[src/sdsc_pkg.sv]
// sdsc_pkg: shared types, command codes and frame helper for the sd spi command engine
// no dependencies; used by the channel interfaces, the step logic, the top level and checker
`default_nettype none

package sdsc_pkg;

    // command bytes, fill pattern, command mask, poll limit reset value and last frame and word indices
    localparam logic [7:0] CMD_APP      = 8'h77;
    localparam logic [7:0] CMD_STATUS   = 8'h4D;
    localparam logic [7:0] CMD_IF_COND  = 8'h48;
    localparam logic [7:0] CMD_READ_OCR = 8'h7A;
    localparam logic [7:0] FILL_BYTE    = 8'hFF;
    localparam logic [7:0] CMD_MASK     = 8'h7F;
    localparam logic [7:0] POLL_LIMIT_RESET = 8'd8;
    localparam logic [2:0] LAST_FRAME_IDX   = 3'd5;
    localparam logic [2:0] LAST_WORD_IDX    = 3'd3;

    // item function codes
    localparam logic FUNC_START = 1'b0;
    localparam logic FUNC_BYTE  = 1'b1;

    // exchange phases, one-hot
    typedef enum logic [8:0] {
        PH_IDLE   = 9'b000000001,
        PH_FRAME  = 9'b000000010,
        PH_POLL   = 9'b000000100,
        PH_SDUMMY = 9'b000001000,
        PH_SREAD1 = 9'b000010000,
        PH_SREAD2 = 9'b000100000,
        PH_WORD   = 9'b001000000,
        PH_TRAIL  = 9'b010000000,
        PH_DESEL  = 9'b100000000
    } t_phase;

    // one input beat
    typedef struct packed {
        logic        func;
        logic [7:0]  cmd_code;
        logic [31:0] argument;
        logic [7:0]  crc_byte;
        logic [7:0]  card_byte;
    } t_in_item;

    // one result beat
    typedef struct packed {
        logic        send_valid;
        logic [7:0]  send_byte;
        logic        chip_select;
        logic        done_res;
        logic        timed_out;
        logic        prefix_rejected;
        logic [31:0] response;
    } t_out_item;

    // engine state
    typedef struct packed {
        t_phase      phase;
        logic [2:0]  byte_index;
        logic [7:0]  poll_count;
        logic        prefix_active;
        logic [7:0]  saved_command;
        logic [31:0] saved_argument;
        logic [7:0]  saved_crc;
        logic [31:0] response_accumulator;
        logic        timeout_flag;
        logic        select_level;
    } t_state;

    // command byte currently on the wire
    function automatic logic [7:0] cur_cmd(input logic prefix, input logic [7:0] cmd);
        cur_cmd = prefix ? CMD_APP : (cmd & CMD_MASK);
    endfunction

    // byte idx of the six-byte command frame
    function automatic logic [7:0] frame_byte(
        input logic [2:0]  idx,
        input logic        prefix,
        input logic [7:0]  cmd,
        input logic [31:0] arg,
        input logic [7:0]  crc
    );
        logic [31:0] a;
        a = prefix ? 32'd0 : arg;
        case (idx)
            3'd0:    frame_byte = cur_cmd(prefix, cmd);
            3'd1:    frame_byte = a[31:24];
            3'd2:    frame_byte = a[23:16];
            3'd3:    frame_byte = a[15:8];
            3'd4:    frame_byte = a[7:0];
            default: frame_byte = prefix ? FILL_BYTE : crc;
        endcase
    endfunction

endpackage

`default_nettype wire

[src/sdsc_in_if.sv]
// sdsc_in_if: valid/ready channel carrying one input beat
// depends on sdsc_pkg for the payload type
`default_nettype none

interface sdsc_in_if;
    logic               valid;
    logic               ready;
    sdsc_pkg::t_in_item data;

    modport source (output valid, output data, input ready);
    modport sink   (input valid, input data, output ready);
endinterface

`default_nettype wire

[src/sdsc_out_if.sv]
// sdsc_out_if: valid/ready channel carrying one result beat
// depends on sdsc_pkg for the payload type
`default_nettype none

interface sdsc_out_if;
    logic                valid;
    logic                ready;
    sdsc_pkg::t_out_item data;

    modport source (output valid, output data, input ready);
    modport sink   (input valid, input data, output ready);
endinterface

`default_nettype wire

[src/sdsc_step.sv]
// sdsc_step: next-state and result logic for one beat of the command engine
// depends on sdsc_pkg; purely combinational, registered by the top level
`default_nettype none

module sdsc_step (
    input  wire sdsc_pkg::t_state    i_state,
    input  wire sdsc_pkg::t_in_item  i_item,
    input  wire logic [7:0]          i_poll_limit,
    output sdsc_pkg::t_state         o_state,
    output sdsc_pkg::t_out_item      o_result
);
    import sdsc_pkg::*;

    t_state     n;
    t_out_item  res;
    logic       do_start;
    logic       do_finish;
    logic       fill_out;
    logic [7:0] lim;
    logic [7:0] cmd_now;
    logic [7:0] cb;

    assign cb      = i_item.card_byte;
    assign lim     = (i_poll_limit == 8'd0) ? 8'd1 : i_poll_limit;
    assign cmd_now = cur_cmd(i_state.prefix_active, i_state.saved_command);

    always_comb begin
        n         = i_state;
        res       = '0;
        do_start  = 1'b0;
        do_finish = 1'b0;
        fill_out  = 1'b0;

        // phase transitions
        if (i_item.func == FUNC_START) begin
            n.saved_command  = i_item.cmd_code;
            n.saved_argument = i_item.argument;
            n.saved_crc      = i_item.crc_byte;
            n.prefix_active  = i_item.cmd_code[7];
            do_start         = 1'b1;
        end else begin
            unique case (i_state.phase)
                PH_FRAME: begin
                    if (i_state.byte_index < LAST_FRAME_IDX) begin
                        n.byte_index   = i_state.byte_index + 3'd1;
                        res.send_valid = 1'b1;
                        res.send_byte  = frame_byte(n.byte_index, n.prefix_active,
                            n.saved_command, n.saved_argument, n.saved_crc);
                    end else if (cmd_now == CMD_STATUS) begin
                        n.phase  = PH_SDUMMY;
                        fill_out = 1'b1;
                    end else begin
                        n.phase      = PH_POLL;
                        n.poll_count = 8'd1;
                        fill_out     = 1'b1;
                    end
                end
                PH_POLL: begin
                    fill_out = 1'b1;
                    if (cb != FILL_BYTE) begin
                        if (cmd_now == CMD_IF_COND || cmd_now == CMD_READ_OCR) begin
                            n.phase                = PH_WORD;
                            n.byte_index           = 3'd0;
                            n.response_accumulator = 32'd0;
                        end else begin
                            n.response_accumulator = {24'd0, cb};
                            n.phase                = PH_TRAIL;
                        end
                    end else if (i_state.poll_count >= lim) begin
                        n.timeout_flag         = 1'b1;
                        n.response_accumulator = 32'd0;
                        n.phase                = PH_TRAIL;
                    end else begin
                        n.poll_count = i_state.poll_count + 8'd1;
                    end
                end
                PH_SDUMMY: begin
                    n.phase  = PH_SREAD1;
                    fill_out = 1'b1;
                end
                PH_SREAD1: begin
                    n.phase  = PH_SREAD2;
                    fill_out = 1'b1;
                end
                PH_SREAD2: begin
                    fill_out = 1'b1;
                    n.phase  = PH_TRAIL;
                    if (cb == FILL_BYTE) begin
                        n.timeout_flag         = 1'b1;
                        n.response_accumulator = 32'd0;
                    end else begin
                        n.response_accumulator = {24'd0, cb};
                    end
                end
                PH_WORD: begin
                    fill_out               = 1'b1;
                    n.response_accumulator = {i_state.response_accumulator[23:0], cb};
                    if (i_state.byte_index >= LAST_WORD_IDX) begin
                        n.phase = PH_TRAIL;
                    end else begin
                        n.byte_index = i_state.byte_index + 3'd1;
                    end
                end
                PH_TRAIL: begin
                    if (i_state.timeout_flag) begin
                        n.select_level = 1'b1;
                        n.phase        = PH_DESEL;
                        fill_out       = 1'b1;
                    end else begin
                        do_finish = 1'b1;
                    end
                end
                PH_DESEL: begin
                    do_finish = 1'b1;
                end
                default: begin
                    n.phase = PH_IDLE;
                end
            endcase
        end

        // end of a sub-exchange: chain into the main command or complete
        if (do_finish) begin
            if (i_state.prefix_active) begin
                n.prefix_active = 1'b0;
                if (!i_state.timeout_flag && i_state.response_accumulator > 32'd1) begin
                    n.phase             = PH_IDLE;
                    res.done_res        = 1'b1;
                    res.prefix_rejected = 1'b1;
                    res.response        = i_state.response_accumulator;
                end else begin
                    do_start = 1'b1;
                end
            end else begin
                n.phase      = PH_IDLE;
                res.done_res = 1'b1;
                if (i_state.timeout_flag) begin
                    res.timed_out = 1'b1;
                end else begin
                    res.response = i_state.response_accumulator;
                end
            end
        end

        // first frame byte of a command
        if (do_start) begin
            n.phase                = PH_FRAME;
            n.byte_index           = 3'd0;
            n.poll_count           = 8'd0;
            n.timeout_flag         = 1'b0;
            n.response_accumulator = 32'd0;
            n.select_level         = 1'b0;
            res.send_valid         = 1'b1;
            res.send_byte          = frame_byte(3'd0, n.prefix_active, n.saved_command,
                n.saved_argument, n.saved_crc);
        end

        // dummy clock byte
        if (fill_out) begin
            res.send_valid = 1'b1;
            res.send_byte  = FILL_BYTE;
        end

        res.chip_select = n.select_level;
    end

    assign o_state  = n;
    assign o_result = res;

endmodule

`default_nettype wire

[src/sd_spi_command_exchange_core.sv]
// sd_spi_command_exchange_core: spi-mode sd command engine, one spi byte per beat
// depends on sdsc_pkg, sdsc_in_if, sdsc_out_if and sdsc_step
//
// usage:
//   i_cmd carries input beats: func 0 starts a command (cmd_code, argument,
//   crc_byte), func 1 hands over the byte the card returned on the last transfer.
//   o_res carries one result beat per input beat: the next byte to clock out
//   with the chip-select level, or completion with flags and response.
//   i_cfg_wr_en / i_cfg_wr_data write the r1 poll limit (write only when idle).
// result timing and throughput:
//   the result of a beat is registered onto o_res in the cycle after it is taken.
//   one beat per cycle is sustained unless o_res stalls; the step logic sits
//   between the input handshake and the result register; state updates in the same cycle.
// reset (synchronous, active low):
//   engine idle, chip select deselected, poll limit 8, no result pending.
// receiver stall:
//   the result register holds its beat; i_cmd.ready stays high while the
//   register is empty or being drained, so a new beat is taken in the same
//   cycle the previous result is taken.
`default_nettype none

module sd_spi_command_exchange_core (
    input  wire logic  i_clk,
    input  wire logic  i_rst_n,
    sdsc_in_if.sink    i_cmd,
    sdsc_out_if.source o_res,
    input  wire logic        i_cfg_wr_en,
    input  wire logic [7:0]  i_cfg_wr_data
);
    import sdsc_pkg::*;

    t_state    r_state;
    t_state    n_state;
    t_out_item r_result;
    t_out_item n_result;
    logic      r_res_valid;
    logic [7:0] r_poll_limit;
    logic      take;

    // input accepted whenever the result register can move on
    assign i_cmd.ready = !r_res_valid || o_res.ready;
    assign take        = i_cmd.valid && i_cmd.ready;

    // step logic
    sdsc_step u_step (
        .i_state      (r_state),
        .i_item       (i_cmd.data),
        .i_poll_limit (r_poll_limit),
        .o_state      (n_state),
        .o_result     (n_result)
    );

    // configuration register
    always_ff @(posedge i_clk) begin
        if (!i_rst_n) begin
            r_poll_limit <= POLL_LIMIT_RESET;
        end else if (i_cfg_wr_en) begin
            r_poll_limit <= i_cfg_wr_data;
        end
    end

    // engine state
    always_ff @(posedge i_clk) begin
        if (!i_rst_n) begin
            r_state <= '{phase: PH_IDLE, byte_index: 3'd0, poll_count: 8'd0,
                         prefix_active: 1'b0, saved_command: 8'd0,
                         saved_argument: 32'd0, saved_crc: 8'd0,
                         response_accumulator: 32'd0, timeout_flag: 1'b0,
                         select_level: 1'b1};
        end else if (take) begin
            r_state <= n_state;
        end
    end

    // result register valid
    always_ff @(posedge i_clk) begin
        if (!i_rst_n) begin
            r_res_valid <= 1'b0;
        end else if (take) begin
            r_res_valid <= 1'b1;
        end else if (o_res.ready) begin
            r_res_valid <= 1'b0;
        end
    end

    // result payload
    always_ff @(posedge i_clk) begin
        if (take) begin
            r_result <= n_result;
        end
    end

    assign o_res.valid = r_res_valid;
    assign o_res.data  = r_result;

endmodule

`default_nettype wire

[src/flat_wrapper.sv]
// flat-port wrapper written by rule: the top's interface ports become plain ports
module sd_spi_command_exchange_core_flat import sdsc_pkg::*;
  (i_clk, i_rst_n, i_cfg_wr_en, i_cfg_wr_data, i_cmd_valid, i_cmd_data, i_cmd_ready, o_res_valid, o_res_data, o_res_ready);
  sdsc_in_if i_cmd_i ();
  sdsc_out_if o_res_i ();
  input  wire logic i_clk;
  input  wire logic i_rst_n;
  input  wire logic i_cfg_wr_en;
  input  wire logic [7:0] i_cfg_wr_data;
  input wire logic [$bits(i_cmd_i.valid)-1:0] i_cmd_valid;
  input wire logic [$bits(i_cmd_i.data)-1:0] i_cmd_data;
  output wire logic [$bits(i_cmd_i.ready)-1:0] i_cmd_ready;
  output wire logic [$bits(o_res_i.valid)-1:0] o_res_valid;
  output wire logic [$bits(o_res_i.data)-1:0] o_res_data;
  input wire logic [$bits(o_res_i.ready)-1:0] o_res_ready;
  assign i_cmd_i.valid = i_cmd_valid;
  assign i_cmd_i.data = i_cmd_data;
  assign i_cmd_ready = i_cmd_i.ready;
  assign o_res_valid = o_res_i.valid;
  assign o_res_data = o_res_i.data;
  assign o_res_i.ready = o_res_ready;
  sd_spi_command_exchange_core u_core (.i_clk(i_clk), .i_rst_n(i_rst_n), .i_cmd(i_cmd_i), .o_res(o_res_i), .i_cfg_wr_en(i_cfg_wr_en), .i_cfg_wr_data(i_cfg_wr_data));
endmodule
[config.mk]
export PLATFORM = sky130hd
export DESIGN_NAME = sd_spi_command_exchange_core_flat
export DESIGN_NICKNAME = d
export VERILOG_FILES = /design/src/sdsc_pkg.sv /design/src/sdsc_in_if.sv /design/src/sdsc_out_if.sv /design/src/sdsc_step.sv /design/src/sd_spi_command_exchange_core.sv /design/src/flat_wrapper.sv
export SDC_FILE = /design/constraint.sdc
export NUM_CORES = 1
export LEC_CHECK = 0
export ABC_AREA = 1
export BUFFER_PORTS_ARGS = -buffer_cell sky130_fd_sc_hd__buf_2
export CORE_ASPECT_RATIO = 1.5
export CORE_MARGIN = 5
export CORE_UTILIZATION = 50
export DETAILED_ROUTE_END_ITERATION = 8
export HOLD_SLACK_MARGIN = 0.06
export PLACE_DENSITY = 0.72
export SLEW_MARGIN = 10
export SYNTH_ARGS = -nofsm -noshare
export SYNTH_HDL_FRONTEND = slang
export SYNTH_SLANG_ARGS = --single-unit
[constraint.sdc]
create_clock -name i_clk -period 5.1 [get_ports i_clk]
set_input_delay 0.51 -clock i_clk [delete_from_list [all_inputs] [get_ports i_clk]]
set_output_delay 0.51 -clock i_clk [all_outputs]
set_load 0.005 [all_outputs]
After elaboration in Yosys (flattened, before gate mapping). Cells that the tools add are included.

Add/subtract/negate cells: 2. Order comparisons: 4. Equal/unequal tests: 28. Mux-type cells: 66. Bitwise logic cells: 2. Reduce and logical (&&, ||, !) cells: 23.

Operators by type and width (number): two-way mux 32 bit (4); two-way mux 9 bit (11); case mux 32 bit (3 select lines) (1); two-way mux 8 bit (10); case mux 9 bit (8 select lines) (1); two-way mux 34 bit (2); two-way mux 33 bit (2); two-way mux 49 bit (1); two-way mux 20 bit (2); case mux 8 bit (5 select lines) (1); greater-than comparator 32 x 1 -> 1 bit, second input constant (1); inequality test 3 bit, second input constant (10); equality test 7 bit, second input constant (3); two-way mux 1 bit (19); case mux 8 bit (2 select lines) (1); two-way mux 7 bit (2); AND reduction 7 bit (2); two-way mux 3 bit (4); equality test 9 x 2 -> 1 bit, second input constant (1); equality test 9 x 3 -> 1 bit, second input constant (1); equality test 9 x 4 -> 1 bit, second input constant (1); equality test 9 x 5 -> 1 bit, second input constant (1); equality test 9 x 6 -> 1 bit, second input constant (1); equality test 9 x 7 -> 1 bit, second input constant (1); other kinds (31) (42).

Flip-flop bits (word level): 157. Input bits: 70.

Logic depth before layout (Yosys ltp).
Word-level depth: 11. Mapped depth: 17. Depth with buffers taken out: 17.

Cells and area by module. Synthesis repeated with hierarchy kept, for this count alone.

Cell total of the unflattened synthesis: 1582. Area total of the unflattened synthesis: 10171.0 µm².

By module, submodules not included: sd_spi_command_exchange_core (times used 1, cells each 755, area an instance 6238.5 µm², sequential area each 3593.4 µm²); sdsc_step (times used 1, cells each 827, area an instance 3932.5 µm², sequential area each 0.0 µm²).

Worst setup path before layout. No wires, ideal clock.

Path kind: input-to-reg. From: input o_res_ready. To: register u_core.r_state[31] (netlist name). Library setup time: 0.072 ns. Data arrival time: 2.783 ns. Data required time: 5.028 ns. Slack: 2.245 ns. Stages: 7. Buffers on the path: 1. Cells stage by stage: inv_1 > nand2_1 > nand2_1 > clkinv_1 > clkbuf_1 > nand4_1 > a21oi_1.

Cells in the longest elaborated chain, start to end: 3.

Ends and longest elaborated chain: start: declaration (line flat_wrapper.sv:15) `input wire logic [$bits(o_res_i.ready)-1:0] o_res_ready;`; logical OR 1 bit (line sd_spi_command_exchange_core.sv:41) `assign i_cmd.ready = !r_res_valid || o_res.ready;`; net i_cmd_ready (line flat_wrapper.sv:12) `output wire logic [$bits(i_cmd_i.ready)-1:0] i_cmd_ready;`; logical AND 1 bit (line sd_spi_command_exchange_core.sv:42) `assign take = i_cmd.valid && i_cmd.ready;`; net u_core.take (line sd_spi_command_exchange_core.sv:38) `logic take;`; AND reduction 4 bit (no line); end signal: assignment (line sd_spi_command_exchange_core.sv:65) `r_state <= '{phase: PH_IDLE, byte_index: 3'd0, poll_count: 8'd0,`; end signal: assignment (line sd_spi_command_exchange_core.sv:71) `r_state <= n_state;`; end: declaration (line sd_spi_command_exchange_core.sv:32) `t_state r_state;`.

The timed path passes the listed nets, and every way through them passes these cells. A chain may end at the register's enable or synchronous reset.

Worst setup path in the final report.
From: register u_core.r_state[96] (netlist name). To: register u_core.r_state[28] (netlist name).

Cells in the longest elaborated chain, start to end: 6. Elaborated cells between the ends (all ways): 15. Classes of those cells: 6 x eq/ne; 6 x mux; 3 x reduce/logical.

Ends and longest elaborated chain: equality test 9 bit or equality test 9 x 8 -> 1 bit (tied branches) (line sdsc_step.sv:42) `unique case (i_state.phase)`; case mux 1 bit (2 select lines) (line sdsc_step.sv:42); two-way mux 1 bit (line sdsc_step.sv:35) `if (i_item.func == FUNC_START) begin`; two-way mux 1 bit (line sdsc_step.sv:123) `if (do_finish) begin`; inequality test 4 bit (no line) (tied with other cells); AND reduction 4 bit (no line).

Parallel ways exist; a longest one is shown, timed or not. The select of a mux whose other input is x is not followed.

==> results.md <==
- Root Driver: clkbuf_16
- Outcome: finished clean
- Final worst slack: 2.20 ns
- Initial antenna violation count: 0
- Power per cell area: 332 nW/µm²
- Worst hold path class: in -> reg
- Final GP Congestion: 0.913
- WL final: 19200 µm
- Core area: 15100 µm²
- Vias per cell: 5.24
- Clock share of power: 41.0%
- Post-synthesis sequential area ratio: 46.3%
- Final Setup Violations: 0
- Synth warn: 0
- Area Growth Syn to Fin: 15.9%
- Num CTS Buffers: 17
- Fmax: 345 MHz
- Fillcell total: 1445
- CTS tree: yes
- DR DRC count: 0
- Setup repair bufs after CTS: 0
- Synthesized cell area: 7730 µm²
- Max cap viols: 0
- RSZ-0062 raised after global routing: no
- Syn Area/Cell: 7.65 µm²
- Crit-path max cell delay: 0.56 ns
- Yosys cell types: 48
- Dpl cell area: 8380 µm²
- Switch share: 28.6%
- Worst slew margin: 25.6%
- TritonRoute pass-1 iters: 5
- CP Buf/Inv Count: 0
- Combinational power share: 12.5%
- Net Switching: 0.851 mW
- Gate count of the mapped netlist: 1010
- Leakage: 3.82 nW
- Die H: 162 µm
- Max stage delay cell, worst path: nand3_2
- Hold buffers post-CTS: 0
- VDD IR-drop max: 0.238 mV
- Setup crit end kind: register
- Final net count: 1190
- Initial core utilization: 51.0%
- Worst EP required: 5.42 ns
- Diodes inserted: 0
- Post-route ant nets: 0
- Clock-pin slew on the worst setup and hold paths: 0.07 ns
- Crit-path max FO: 21
- Layout cells sized above 1: 18.5%
- Period utilisation layout: 56.8%
- Top cell type's share of synthesized area: 28.8%
- WS Path Type: reg -> reg
- GRT Residual Overflow: 0
- Worst setup SP type: register
- Number of core rows: 55
- Tmin final: 2.90 ns
- All-Layer GR Usage: 21.0%
- Leading cell types by count after synthesis: nand2_1 (169), inv_1 (138), nor2_1 (128)
- Port Buffers: 116
- Cell with the most instances after synthesis: nand2_1
- Clk_lat worst skew: 0.42 ns
- Synth async-reset ratio: 0%
- Final Skew: 0.00912 ns
- Die width: 111 µm
- Actual slew at the worst max-slew pin: 1.11 ns
- Internal: 2.12 mW
- Crit path top cell by count: nand2_2
- Initial DRC count: 428
- Finished Core Util: 59.2%
- Pre-CTS setup slack: 2.23 ns
- Final Max Tran Viols: 0
- Seq. cell area: 3570 µm²
- EDFF count, synth: 45
- Crit-path cells: nor2_2 > nand2_2 > nor2_4 > nand4_2 > nand2_2 > nand3_2 > nand3_2 > nand2_2 > nor2_8 > nand2_1 > nand2_1 > nor2_2
- Top delay family on crit path: simple AND/OR/NAND/NOR gates
- Hold Fails Final Rpt: 0
- Synthesized flop and latch total: 156
- First-pass GRT wire length: 30900 µm
- Vias: 6904
- Number of H-tree levels: 4
- Sink Count: 156
- Mapped Nets: 1095
- Leading area contributor after synthesis: dfxtp_1
- Dpl hpwl: 13800 µm
- Largest net degree at the start of global routing: 78
- Die area: 18100 µm²
- Post-CTS sizing: 0
- Clock buffer depth: 2
- Design Area, Final: 8960 µm²
- Number of I/O pins: 117
- Main flop type after synthesis: dfxtp_1
- Setup total negative slack: 0 ns
- Power share of the sequential group: 46.5%
- Routed WL per cell: 14.6 µm
- Number of global-route vias before repair: 6494
- Multi-input logic area: 3380 µm²
- Arrival @ worst endpoint: 3.22 ns
- Leading cell types by total area after synthesis: dfxtp_1 (29%), edfxtp_1 (17%), nand2_1 (8.2%), inv_1 (6.7%), nor2_1 (6.2%)
registers in the layout, indices dropped and copies added, names as in the netlist:
| signal | flops |
|---|---|
| u_core.o_res.data | 45 |
| u_core.o_res.valid | 1 |
| u_core.r_poll_limit | 8 |
| u_core.r_state | 102 |
worst paths after layout:
check	from	end	slack, ns	cells past startpoint
setup / recovery	u_core.r_state[96]	u_core.r_state[28]	2.20	12
hold / removal	i_cfg_wr_data[3]	u_core.r_poll_limit[3]	0.31	3
setup reg to reg	u_core.r_state[96]	u_core.r_state[28]	2.20	12
hold reg to reg	u_core.r_state[60]	u_core.r_state[60]	0.45	2
cell usage in the layout (no fill, tap or decap), drive strengths merged, types with 2 or more instances in the layout:
master,synthesis,layout
nand3,42,42
nor3,9,9
nand2,175,175
o31ai,3,3
nor2,152,152
o21a,2,2
ha,15,15
buf,16,122
inv,143,151
a21oi,95,95
nor4,2,2
clkinv,3,6
o22ai,16,16
o21ai,88,88
dfxtp,111,111
clkbuf,30,17
clkinvlp,0,4
nand4,40,40
a22oi,3,3
o211ai,4,4
xor2,6,6
edfxtp,45,45
a31oi,2,2
cell families after synthesis:
family / share of synthesized area [%]
buffers and inverters: 10.0
adders and majority gates: 2.43
xor gates and xnor gates: 0.680
AOI/OAI and AO/OA: 15.3
DFF: 46.3
and+or+nand+nor: 25.3
layer usage:
metal / global-route usage (%) / wire length [µm] / up-vias
met5: 0 / 0 / -
met4: 9.96 / 646 / 0
met3: 4.10 / 998 / 46
met2: 39.3 / 10100 / 211
met1: 22.4 / 7490 / 3129
li1: - / - / 3518
worst reg2reg max path, cell delays in order, from the launching register on:
cell and delay, ns:
dfxtp_1 0.36, nor2_2 0.16, nand2_2 0.14, nor2_4 0.16, nand4_2 0.15, nand2_2 0.13
nand3_2 0.41, nand3_2 0.57, nand2_2 0.16, nor2_8 0.32, nand2_1 0.11, nand2_1 0.09
nor2_2 0.04
power by group through the flow:
stage	logic, mW	registers [mW]	clock network, mW
2_1_floorplan	0.257	1.40	0
3_3_place_gp	0.364	1.41	0
3_5_place_dp	0.370	1.41	0
4_1_cts	0.374	1.38	1.24
5_1_grt	0.425	1.39	1.29
6_report	0.373	1.38	1.22
layout make-up:
type                            count  area share (%)
Clock buffer                       17            4.75
Clock inverter                     15            1.72
Inverter                          146            6.12
Multi-Input combinational cell    662            37.7
Sequential cell                   156            39.9
Tap cell                          199            2.78
Timing Repair Buffer              122            6.99
through the flow:
stage | power (mW) | hold WS, ns | cells
after floorplan | 1.66 | 0.430 | 1010
after global placement | 1.77 | 0.439 | 1285
after detailed placement | 1.78 | 0.444 | 1285
after CTS | 2.99 | 0.305 | 1317
after global routing | 3.10 | 0.328 | 1317
final | 2.97 | 0.310 | 1317
No activity file was read; power rests on OpenSTA's default activity.
